### config.mk
export PLATFORM = sky130hd
export DESIGN_NAME = positional_insert_unique_list_top
export DESIGN_NICKNAME = d
export VERILOG_FILES = /design/src/hdl/pilist_pkg.sv /design/src/hdl/pilist_cell.sv /design/src/hdl/positional_insert_unique_list_top.sv
export SDC_FILE = /design/constraint.sdc
export NUM_CORES = 2
export LEC_CHECK = 0
export BUFFER_PORTS_ARGS = -buffer_cell sky130_fd_sc_hd__buf_2
export CAP_MARGIN = 30
export CORE_MARGIN = 2
export CORE_UTILIZATION = 55
export CTS_CLUSTER_DIAMETER = 60
export DETAILED_ROUTE_END_ITERATION = 7
export GPL_TIMING_DRIVEN = 0
export PLACE_DENSITY = 0.71
export SETUP_SLACK_MARGIN = 0.5
export SLEW_MARGIN = 5
export SYNTH_ARGS = -nofsm -noshare
export SYNTH_HDL_FRONTEND = slang
export SYNTH_HIERARCHICAL = 1
export SYNTH_SLANG_ARGS = --single-unit
export TNS_END_PERCENT = 100
### constraint.sdc
create_clock -name clk -period 26.3 [get_ports clk]
set_input_delay 1.315 -clock clk [delete_from_list [all_inputs] [get_ports clk]]
set_output_delay 1.315 -clock clk [all_outputs]
set_load 0.03 [all_outputs]
### src/hdl/pilist_pkg.sv
// Shared types and codes for the positional insert unique list.
package pilist_pkg;

    // Operation codes carried in s_axis_tuser
    localparam logic [1:0] FUNC_INSERT = 2'd0;
    localparam logic [1:0] FUNC_READ   = 2'd1;
    localparam logic [1:0] FUNC_CLEAR  = 2'd2;

    // Result status codes carried in m_axis_tuser
    localparam logic [1:0] STATUS_OK      = 2'd0;
    localparam logic [1:0] STATUS_BAD_POS = 2'd1;
    localparam logic [1:0] STATUS_DUP     = 2'd2;
    localparam logic [1:0] STATUS_FULL    = 2'd3;

    localparam int KEY_W   = 32;
    localparam int POS_W   = 5;
    localparam int TOTAL_W = 5;
    localparam int RPAY_W  = 32;
    // wide enough for a count up to the largest supported capacity (256)
    localparam int CNT_W   = 9;

    // Broadcast from the control to every cell of the chain
    typedef struct packed {
        logic                    ins;    // commit an insert this cycle
        logic [POS_W-1:0]        pos;
        logic signed [KEY_W-1:0] key;
        logic [CNT_W-1:0]        count;
    } pilist_ctl_t;

endpackage

### src/hdl/pilist_cell.sv
// One slot of the list: holds a key and payload, shifts up from its lower neighbor.
module pilist_cell #(
    parameter int IDX          = 0,
    parameter int PAYLOAD_BITS = 32
) (
    input  logic                              clk,
    input  logic                              rst_n,
    input  pilist_pkg::pilist_ctl_t           ctl,
    input  logic [PAYLOAD_BITS-1:0]           ins_payload,
    input  logic signed [pilist_pkg::KEY_W-1:0] prev_key,
    input  logic [PAYLOAD_BITS-1:0]           prev_payload,
    output logic signed [pilist_pkg::KEY_W-1:0] key,
    output logic [PAYLOAD_BITS-1:0]           payload,
    output logic                              match
);
    import pilist_pkg::*;

    localparam logic [CNT_W-1:0] IDX_V = CNT_W'(IDX);

    logic signed [KEY_W-1:0]   key_reg;
    logic signed [KEY_W-1:0]   key_next;
    logic [PAYLOAD_BITS-1:0]   payload_reg;
    logic [PAYLOAD_BITS-1:0]   payload_next;
    logic                      match_reg;
    logic                      match_next;
    logic [CNT_W-1:0]          pos_ext;
    logic                      live;

    assign pos_ext = CNT_W'(ctl.pos);
    assign live    = IDX_V < ctl.count;

    always_comb
    begin
        key_next     = key_reg;
        payload_next = payload_reg;
        match_next   = live && (key_reg == ctl.key);
        if (ctl.ins && (IDX_V == pos_ext))
        begin
            key_next     = ctl.key;
            payload_next = ins_payload;
        end
        else if (ctl.ins && (IDX_V > pos_ext) && (IDX_V <= ctl.count))
        begin
            key_next     = prev_key;
            payload_next = prev_payload;
        end
    end

    always_ff @(posedge clk)
    begin
        key_reg     <= key_next;
        payload_reg <= payload_next;
    end

    always_ff @(posedge clk or negedge rst_n)
    begin
        if (!rst_n)
        begin
            match_reg <= 1'b0;
        end
        else
        begin
            match_reg <= match_next;
        end
    end

    assign key     = key_reg;
    assign payload = payload_reg;
    assign match   = match_reg;

endmodule

### src/hdl/positional_insert_unique_list_top.sv
// Top level: control sequencer and chain of list cells.
//
// Ordered list of up to CAPACITY entries (signed 32-bit key plus PAYLOAD_BITS payload),
// held in a chain of cells. Each operation runs through the phases idle, compare and
// commit: the transfer is captured, every cell compares its key against the request in
// parallel, and then the result is decided and inserts shift the cells above the position
// up by one in a single step. A new transfer is taken as soon as the previous one has
// committed, and not before, so operations never overlap; the result sits in an output
// register and does not block the next transfer unless it is still untaken at the
// following commit. Stored slots need no clearing after reset; a clear only zeroes the fill count.
module positional_insert_unique_list_top #(
    parameter int CAPACITY     = 16,
    parameter int PAYLOAD_BITS = 32
) (
    input  logic        clk,
    input  logic        rst_n,
    input  logic        s_axis_tvalid,
    output logic        s_axis_tready,
    input  logic [71:0] s_axis_tdata,   // position[4:0], new_key[36:5], new_payload[68:37]
    input  logic [1:0]  s_axis_tuser,   // func[1:0]
    output logic        m_axis_tvalid,
    input  logic        m_axis_tready,
    output logic [71:0] m_axis_tdata,   // entry_total[4:0], read_key[36:5], read_payload[68:37]
    output logic [1:0]  m_axis_tuser    // status[1:0]
);
    import pilist_pkg::*;

    localparam int CW = $clog2(CAPACITY + 1);
    localparam int AW = (CAPACITY > 1) ? $clog2(CAPACITY) : 1;
    localparam logic [CNT_W-1:0] CAP_V = CNT_W'(CAPACITY);

    localparam logic [1:0] PH_IDLE   = 2'd0;
    localparam logic [1:0] PH_CMP    = 2'd1;
    localparam logic [1:0] PH_COMMIT = 2'd2;

    logic [1:0]              phase_reg, phase_next;
    logic [CW-1:0]           count_reg, count_next;
    logic [1:0]              func_reg;
    logic [POS_W-1:0]        pos_reg;
    logic signed [KEY_W-1:0] key_reg;
    logic [PAYLOAD_BITS-1:0] pay_reg;

    logic                    out_valid_reg, out_valid_next;
    logic [1:0]              out_status_reg, out_status_next;
    logic [TOTAL_W-1:0]      out_total_reg, out_total_next;
    logic signed [KEY_W-1:0] out_key_reg, out_key_next;
    logic [RPAY_W-1:0]       out_pay_reg, out_pay_next;

    logic                    s_fire;
    logic                    commit;
    logic                    dup;
    logic                    ins_ok;
    logic [CNT_W-1:0]        cnt_ext;
    logic [CNT_W-1:0]        pos_ext;
    logic [AW-1:0]           rd_idx;
    pilist_ctl_t             ctl;

    logic signed [KEY_W-1:0] cell_key [CAPACITY];
    logic [PAYLOAD_BITS-1:0] cell_pay [CAPACITY];
    logic [CAPACITY-1:0]     cell_match;

    assign s_axis_tready = (phase_reg == PH_IDLE);
    assign s_fire        = s_axis_tvalid && s_axis_tready;
    assign commit        = (phase_reg == PH_COMMIT) && (!out_valid_reg || m_axis_tready);

    assign cnt_ext = CNT_W'(count_reg);
    assign pos_ext = CNT_W'(pos_reg);
    assign rd_idx  = AW'(pos_reg);
    assign dup     = |cell_match;
    assign ins_ok  = (func_reg == FUNC_INSERT) && !(pos_ext > cnt_ext) && !dup
                     && (cnt_ext != CAP_V);

    assign ctl.ins   = commit && ins_ok;
    assign ctl.pos   = pos_reg;
    assign ctl.key   = key_reg;
    assign ctl.count = cnt_ext;

    genvar g;
    generate
        for (g = 0; g < CAPACITY; g++)
        begin : g_cell
            logic signed [KEY_W-1:0] prev_key;
            logic [PAYLOAD_BITS-1:0] prev_pay;
            if (g == 0)
            begin : g_first
                assign prev_key = '0;
                assign prev_pay = '0;
            end
            else
            begin : g_rest
                assign prev_key = cell_key[g-1];
                assign prev_pay = cell_pay[g-1];
            end
            pilist_cell #(
                .IDX          (g),
                .PAYLOAD_BITS (PAYLOAD_BITS)
            ) u_cell (
                .clk          (clk),
                .rst_n        (rst_n),
                .ctl          (ctl),
                .ins_payload  (pay_reg),
                .prev_key     (prev_key),
                .prev_payload (prev_pay),
                .key          (cell_key[g]),
                .payload      (cell_pay[g]),
                .match        (cell_match[g])
            );
        end
    endgenerate

    always_comb
    begin
        phase_next      = phase_reg;
        count_next      = count_reg;
        out_valid_next  = out_valid_reg;
        out_status_next = out_status_reg;
        out_total_next  = out_total_reg;
        out_key_next    = out_key_reg;
        out_pay_next    = out_pay_reg;

        if (out_valid_reg && m_axis_tready)
        begin
            out_valid_next = 1'b0;
        end

        case (phase_reg)
            PH_IDLE:
            begin
                if (s_fire)
                begin
                    phase_next = PH_CMP;
                end
            end
            PH_CMP:
            begin
                phase_next = PH_COMMIT;
            end
            PH_COMMIT:
            begin
                if (commit)
                begin
                    phase_next      = PH_IDLE;
                    out_valid_next  = 1'b1;
                    out_status_next = STATUS_OK;
                    out_key_next    = '0;
                    out_pay_next    = '0;
                    case (func_reg)
                        FUNC_INSERT:
                        begin
                            if (pos_ext > cnt_ext)
                            begin
                                out_status_next = STATUS_BAD_POS;
                            end
                            else if (dup)
                            begin
                                out_status_next = STATUS_DUP;
                            end
                            else if (cnt_ext == CAP_V)
                            begin
                                out_status_next = STATUS_FULL;
                            end
                            else
                            begin
                                count_next = count_reg + CW'(1);
                            end
                        end
                        FUNC_READ:
                        begin
                            if (pos_ext < cnt_ext)
                            begin
                                out_key_next = cell_key[rd_idx];
                                out_pay_next = RPAY_W'(cell_pay[rd_idx]);
                            end
                            else
                            begin
                                out_status_next = STATUS_BAD_POS;
                            end
                        end
                        FUNC_CLEAR:
                        begin
                            count_next = '0;
                        end
                        default:
                        begin
                            out_status_next = STATUS_OK;
                        end
                    endcase
                    out_total_next = TOTAL_W'(count_next);
                end
            end
            default:
            begin
                phase_next = PH_IDLE;
            end
        endcase
    end

    always_ff @(posedge clk or negedge rst_n)
    begin
        if (!rst_n)
        begin
            phase_reg     <= PH_IDLE;
            count_reg     <= '0;
            out_valid_reg <= 1'b0;
        end
        else
        begin
            phase_reg     <= phase_next;
            count_reg     <= count_next;
            out_valid_reg <= out_valid_next;
        end
    end

    always_ff @(posedge clk)
    begin
        if (s_fire)
        begin
            func_reg <= s_axis_tuser;
            pos_reg  <= s_axis_tdata[4:0];
            key_reg  <= s_axis_tdata[36:5];
            pay_reg  <= PAYLOAD_BITS'(s_axis_tdata[68:37]);
        end
        out_status_reg <= out_status_next;
        out_total_reg  <= out_total_next;
        out_key_reg    <= out_key_next;
        out_pay_reg    <= out_pay_next;
    end

    assign m_axis_tvalid = out_valid_reg;
    assign m_axis_tuser  = out_status_reg;
    assign m_axis_tdata  = {3'b000, out_pay_reg, out_key_reg, out_total_reg};

endmodule
==> impl_metrics.toml <==
[outcome]
outcome = "completed"

[clock_tree]
cts-resized-gates = 0
tritoncts = "done"
holdBufCountCts = 0
clock_latency_at_the_later_pin_of_the_worst_skew_pair_ps = 800
deepest_clock_path_buffer_count = 3
clk_pin_slew_worst_paths_ps = 60
tritoncts_num_sinks = 1190
cts_post_setup_buffers_inserted = 0
clock_tree.root_cell = "sky130_fd_sc_hd__clkbuf_16"
htree_num_levels = 4
cts_buffers = 141

[power_and_ir_drop]
max-vdd-ir-drop_v = 0.0000774
fin_total_pwr_mw = 5.05
leakage_nw = 27.8
power.density_mw_per_mm2 = 66.3

[route]
drt-pass1-iter-count = 6
wl_mm = 201
routedWlPerCell_um = 33.8
count_of_nets_left_with_antenna_violations_after_detail_routing = 0
vias = 38600
detail_route.drc_violations = 0
drt-initial-drc-count = 4967
routed_via_density = 6.48

[sta]
final.setup.tns_ps = 0
time_the_worst_path_needs_with_i_o_delays_and_setup_ps = 6950
fin_ws_ps = 19350
timing_worst_slew_pin_value_ps = 1060
setup_violations = 0
timing.final.hold_violations = 0
worst_clock_skew_ps = 31.8
worst_slew_margin_rel_pct = 29.3
min_period_over_period_pct = 26.4
grt_setup_unrepaired = "false"
timing.fmax_mhz = 144
slew_violations = 0

[final_layout]
mostFrequentLayoutCells = "sky130_fd_sc_hd__edfxtp_1, sky130_fd_sc_hd__mux2_4, sky130_fd_sc_hd__xor2_1"
regArea_mm2 = 0.0356
multi_input_area_mm2 = 0.0292
signed_area_change_from_the_synthesized_netlist_to_the_final_layout_pct = 15.2
drive_gt1_share_pct = 43.4
layout_commonest_cell = "sky130_fd_sc_hd__edfxtp_1"
final_net_count = 4315
num-fill-cells = 8501
insertedDiodeCount = 0

[yosys]
ys_seq_area_share_pct = 53.8
synth_async_sr_flop_share_pct = 2.02
yosysTopAreaCellShare_pct = 52.9
netlist_top_cells_area = "sky130_fd_sc_hd__edfxtp_1, sky130_fd_sc_hd__mux2_4, sky130_fd_sc_hd__mux4_2"
synth_edf_count = 1166
synth-seq-cells = 1190
post-synth-top-area-cell = "sky130_fd_sc_hd__edfxtp_1"
yosysWarningCount = 6
postSynthAreaPerCell_um2 = 17.8
mappedNetlistArea_mm2 = 0.0662
netlist-cell-type-count = 77
netlist_instances = 3718
synth_flop_cell = "sky130_fd_sc_hd__edfxtp_1"

[floorplan]
die_width_um = 351
core.rowCount = 127
boundaryPins = 154
core_area_mm2 = 0.120
die-area_mm2 = 0.123
initial_core_util_pct = 55.3
die-height_um = 351

[global_route]
grt_max_degree = 54
grt_pass1_wl_mm = 280
grt_antenna_before_repair = 6
track_usage_pct = 32.6
globalRouteOverflowTotal = 0
first_global_vias = 37900

[worst_setup_path]
worst_path_max_delay_cell = "sky130_fd_sc_hd__nor4_2"
critPathTopFamily = "buffers and inverters"
cp_num_buf_inv = 11
crit_top_cell = "sky130_fd_sc_hd__buf_4"
startpoint_type = "flop"
timing.critical_path.cells = "buf_2 > buf_6 > buf_6 > inv_1 > ha_1 > nand3_1 > o21a_1 > a21o_1 > clkbuf_1 > nor4_2 > buf_4 > buf_4 > buf_4 > nand2b_1 > nor4_2 > buf_4 > buf_6 > or2_4 > buf_12"
timing_worst_setup_path_type = "flop to flop"
cpPeakStageDelay_ps = 860
endpoint_kind_of_the_worst_setup_timing_path = "flop"
reg2reg_depth = 19
number_of_stages_on_the_worst_setup_path = 19
critical_path.max_fanout = 37
worst_ep_arrival_time_ps = 7400
critPathRequiredTime_ps = 26750

[min_path]
hold_class = "flop to flop"
worstHoldPathCells = 2

[placement]
detailedPlace.worstSlack_ps = 19630
dp_hpwl_mm = 143
buffer_ports.inserted = 147
routabilityCongestion = 1.03

[flow_run]
count_of_max_cap_constraint_violations = 0
-- worst register-to-register path: stages (launching register included) --
cell and delay (ps):
sky130_fd_sc_hd__edfxtp_1 680, sky130_fd_sc_hd__buf_2 290, sky130_fd_sc_hd__buf_6 320, sky130_fd_sc_hd__buf_6 290
sky130_fd_sc_hd__inv_1 70, sky130_fd_sc_hd__ha_1 280, sky130_fd_sc_hd__nand3_1 100, sky130_fd_sc_hd__o21a_1 150
sky130_fd_sc_hd__a21o_1 240, sky130_fd_sc_hd__clkbuf_1 250, sky130_fd_sc_hd__nor4_2 860, sky130_fd_sc_hd__buf_4 360
sky130_fd_sc_hd__buf_4 210, sky130_fd_sc_hd__buf_4 180, sky130_fd_sc_hd__nand2b_1 310, sky130_fd_sc_hd__nor4_2 310
sky130_fd_sc_hd__buf_4 420, sky130_fd_sc_hd__buf_6 230, sky130_fd_sc_hd__or2_4 700, sky130_fd_sc_hd__buf_12 310
-- per-layer routing --
metal / vias to the layer above / track usage (%) / part of all wire (%)
li1: 15800 / - / -
met1: 20100 / 42.6 / 38
met2: 2141 / 51.7 / 47
met3: 473 / 5.46 / 8.0
met4: 2 / 18.9 / 6.4
met5: - / 0 / 0.0050
-- metrics by stage --
stage	area, um2	hold slack (ps)	utilization [%]	cells
6_report	76300	512	63.8	5956
5_1_grt	76300	554	63.8	5956
4_1_cts	76300	519	63.8	5956
3_5_place_dp	71800	506	60.0	5699
3_3_place_gp	69500	491	58.0	5609
2_1_floorplan	66700	470	-	3850
-- Yosys cell counts (10+ instances only) --
cell,count
sky130_fd_sc_hd__a21oi_1,10
sky130_fd_sc_hd__nand3_1,31
sky130_fd_sc_hd__inv_1,11
sky130_fd_sc_hd__buf_2,13
sky130_fd_sc_hd__dfrtp_1,24
sky130_fd_sc_hd__edfxtp_1,1166
sky130_fd_sc_hd__buf_12,36
sky130_fd_sc_hd__nor2b_1,68
sky130_fd_sc_hd__mux2_1,98
sky130_fd_sc_hd__mux4_2,320
sky130_fd_sc_hd__nand2_1,37
sky130_fd_sc_hd__nor4_1,122
sky130_fd_sc_hd__buf_6,75
sky130_fd_sc_hd__buf_4,14
sky130_fd_sc_hd__mux2_2,321
sky130_fd_sc_hd__clkbuf_1,38
sky130_fd_sc_hd__xnor2_1,124
sky130_fd_sc_hd__xor2_1,389
sky130_fd_sc_hd__nor2_1,19
sky130_fd_sc_hd__mux2_4,605
sky130_fd_sc_hd__buf_1,12
sky130_fd_sc_hd__or4_1,13
sky130_fd_sc_hd__nand4_1,53
-- final cells by class --
class / count / share of cell area (%)
inverters: 11 / 0.0574
plain buffers: 192 / 2.60
repair buffers: 237 / 3.74
multi-input cells: 2457 / 38.3
flip-flops and latches: 1190 / 46.7
clock inverters: 90 / 1.03
clock buffers: 167 / 4.89
well taps: 1612 / 2.64
-- worst paths after layout --
kind	startpoint	to	slack, ps
max	pos_reg[0]$_DFFE_PP_	g_cell[12].u_cell/payload[14]$_DFFE_PP_	19350
min	m_axis_tvalid$_DFF_PN0_	m_axis_tvalid$_DFF_PN0_	510
max reg2reg	pos_reg[0]$_DFFE_PP_	g_cell[12].u_cell/payload[14]$_DFFE_PP_	19350
min reg2reg	m_axis_tvalid$_DFF_PN0_	m_axis_tvalid$_DFF_PN0_	510
max in group asynchronous	rst_n	count_reg[2]$_DFFE_PN0P_	25160
min in group asynchronous	rst_n	g_cell[12].u_cell/match$_DFF_PN0_	600
-- power breakdown --
group / internal, mW / switching (mW)
Clock: 1.11 / 0.826
Combinational: 0.347 / 0.489
Sequential: 2.16 / 0.128
-- kinds of logic after synthesis --
family	after synthesis	synth area share [%]
AO/OA/AOI/OAI	58	0.654
XOR/XNOR	513	6.79
adder cells (fa/ha/maj)	7	0.132
buffers and inverters	203	3.06
flip-flops	1190	53.8
multiplexers	1344	31.7
other	1	0.00566
AND/OR/NAND/NOR	402	3.84
(Power assumes the default switching activity.)
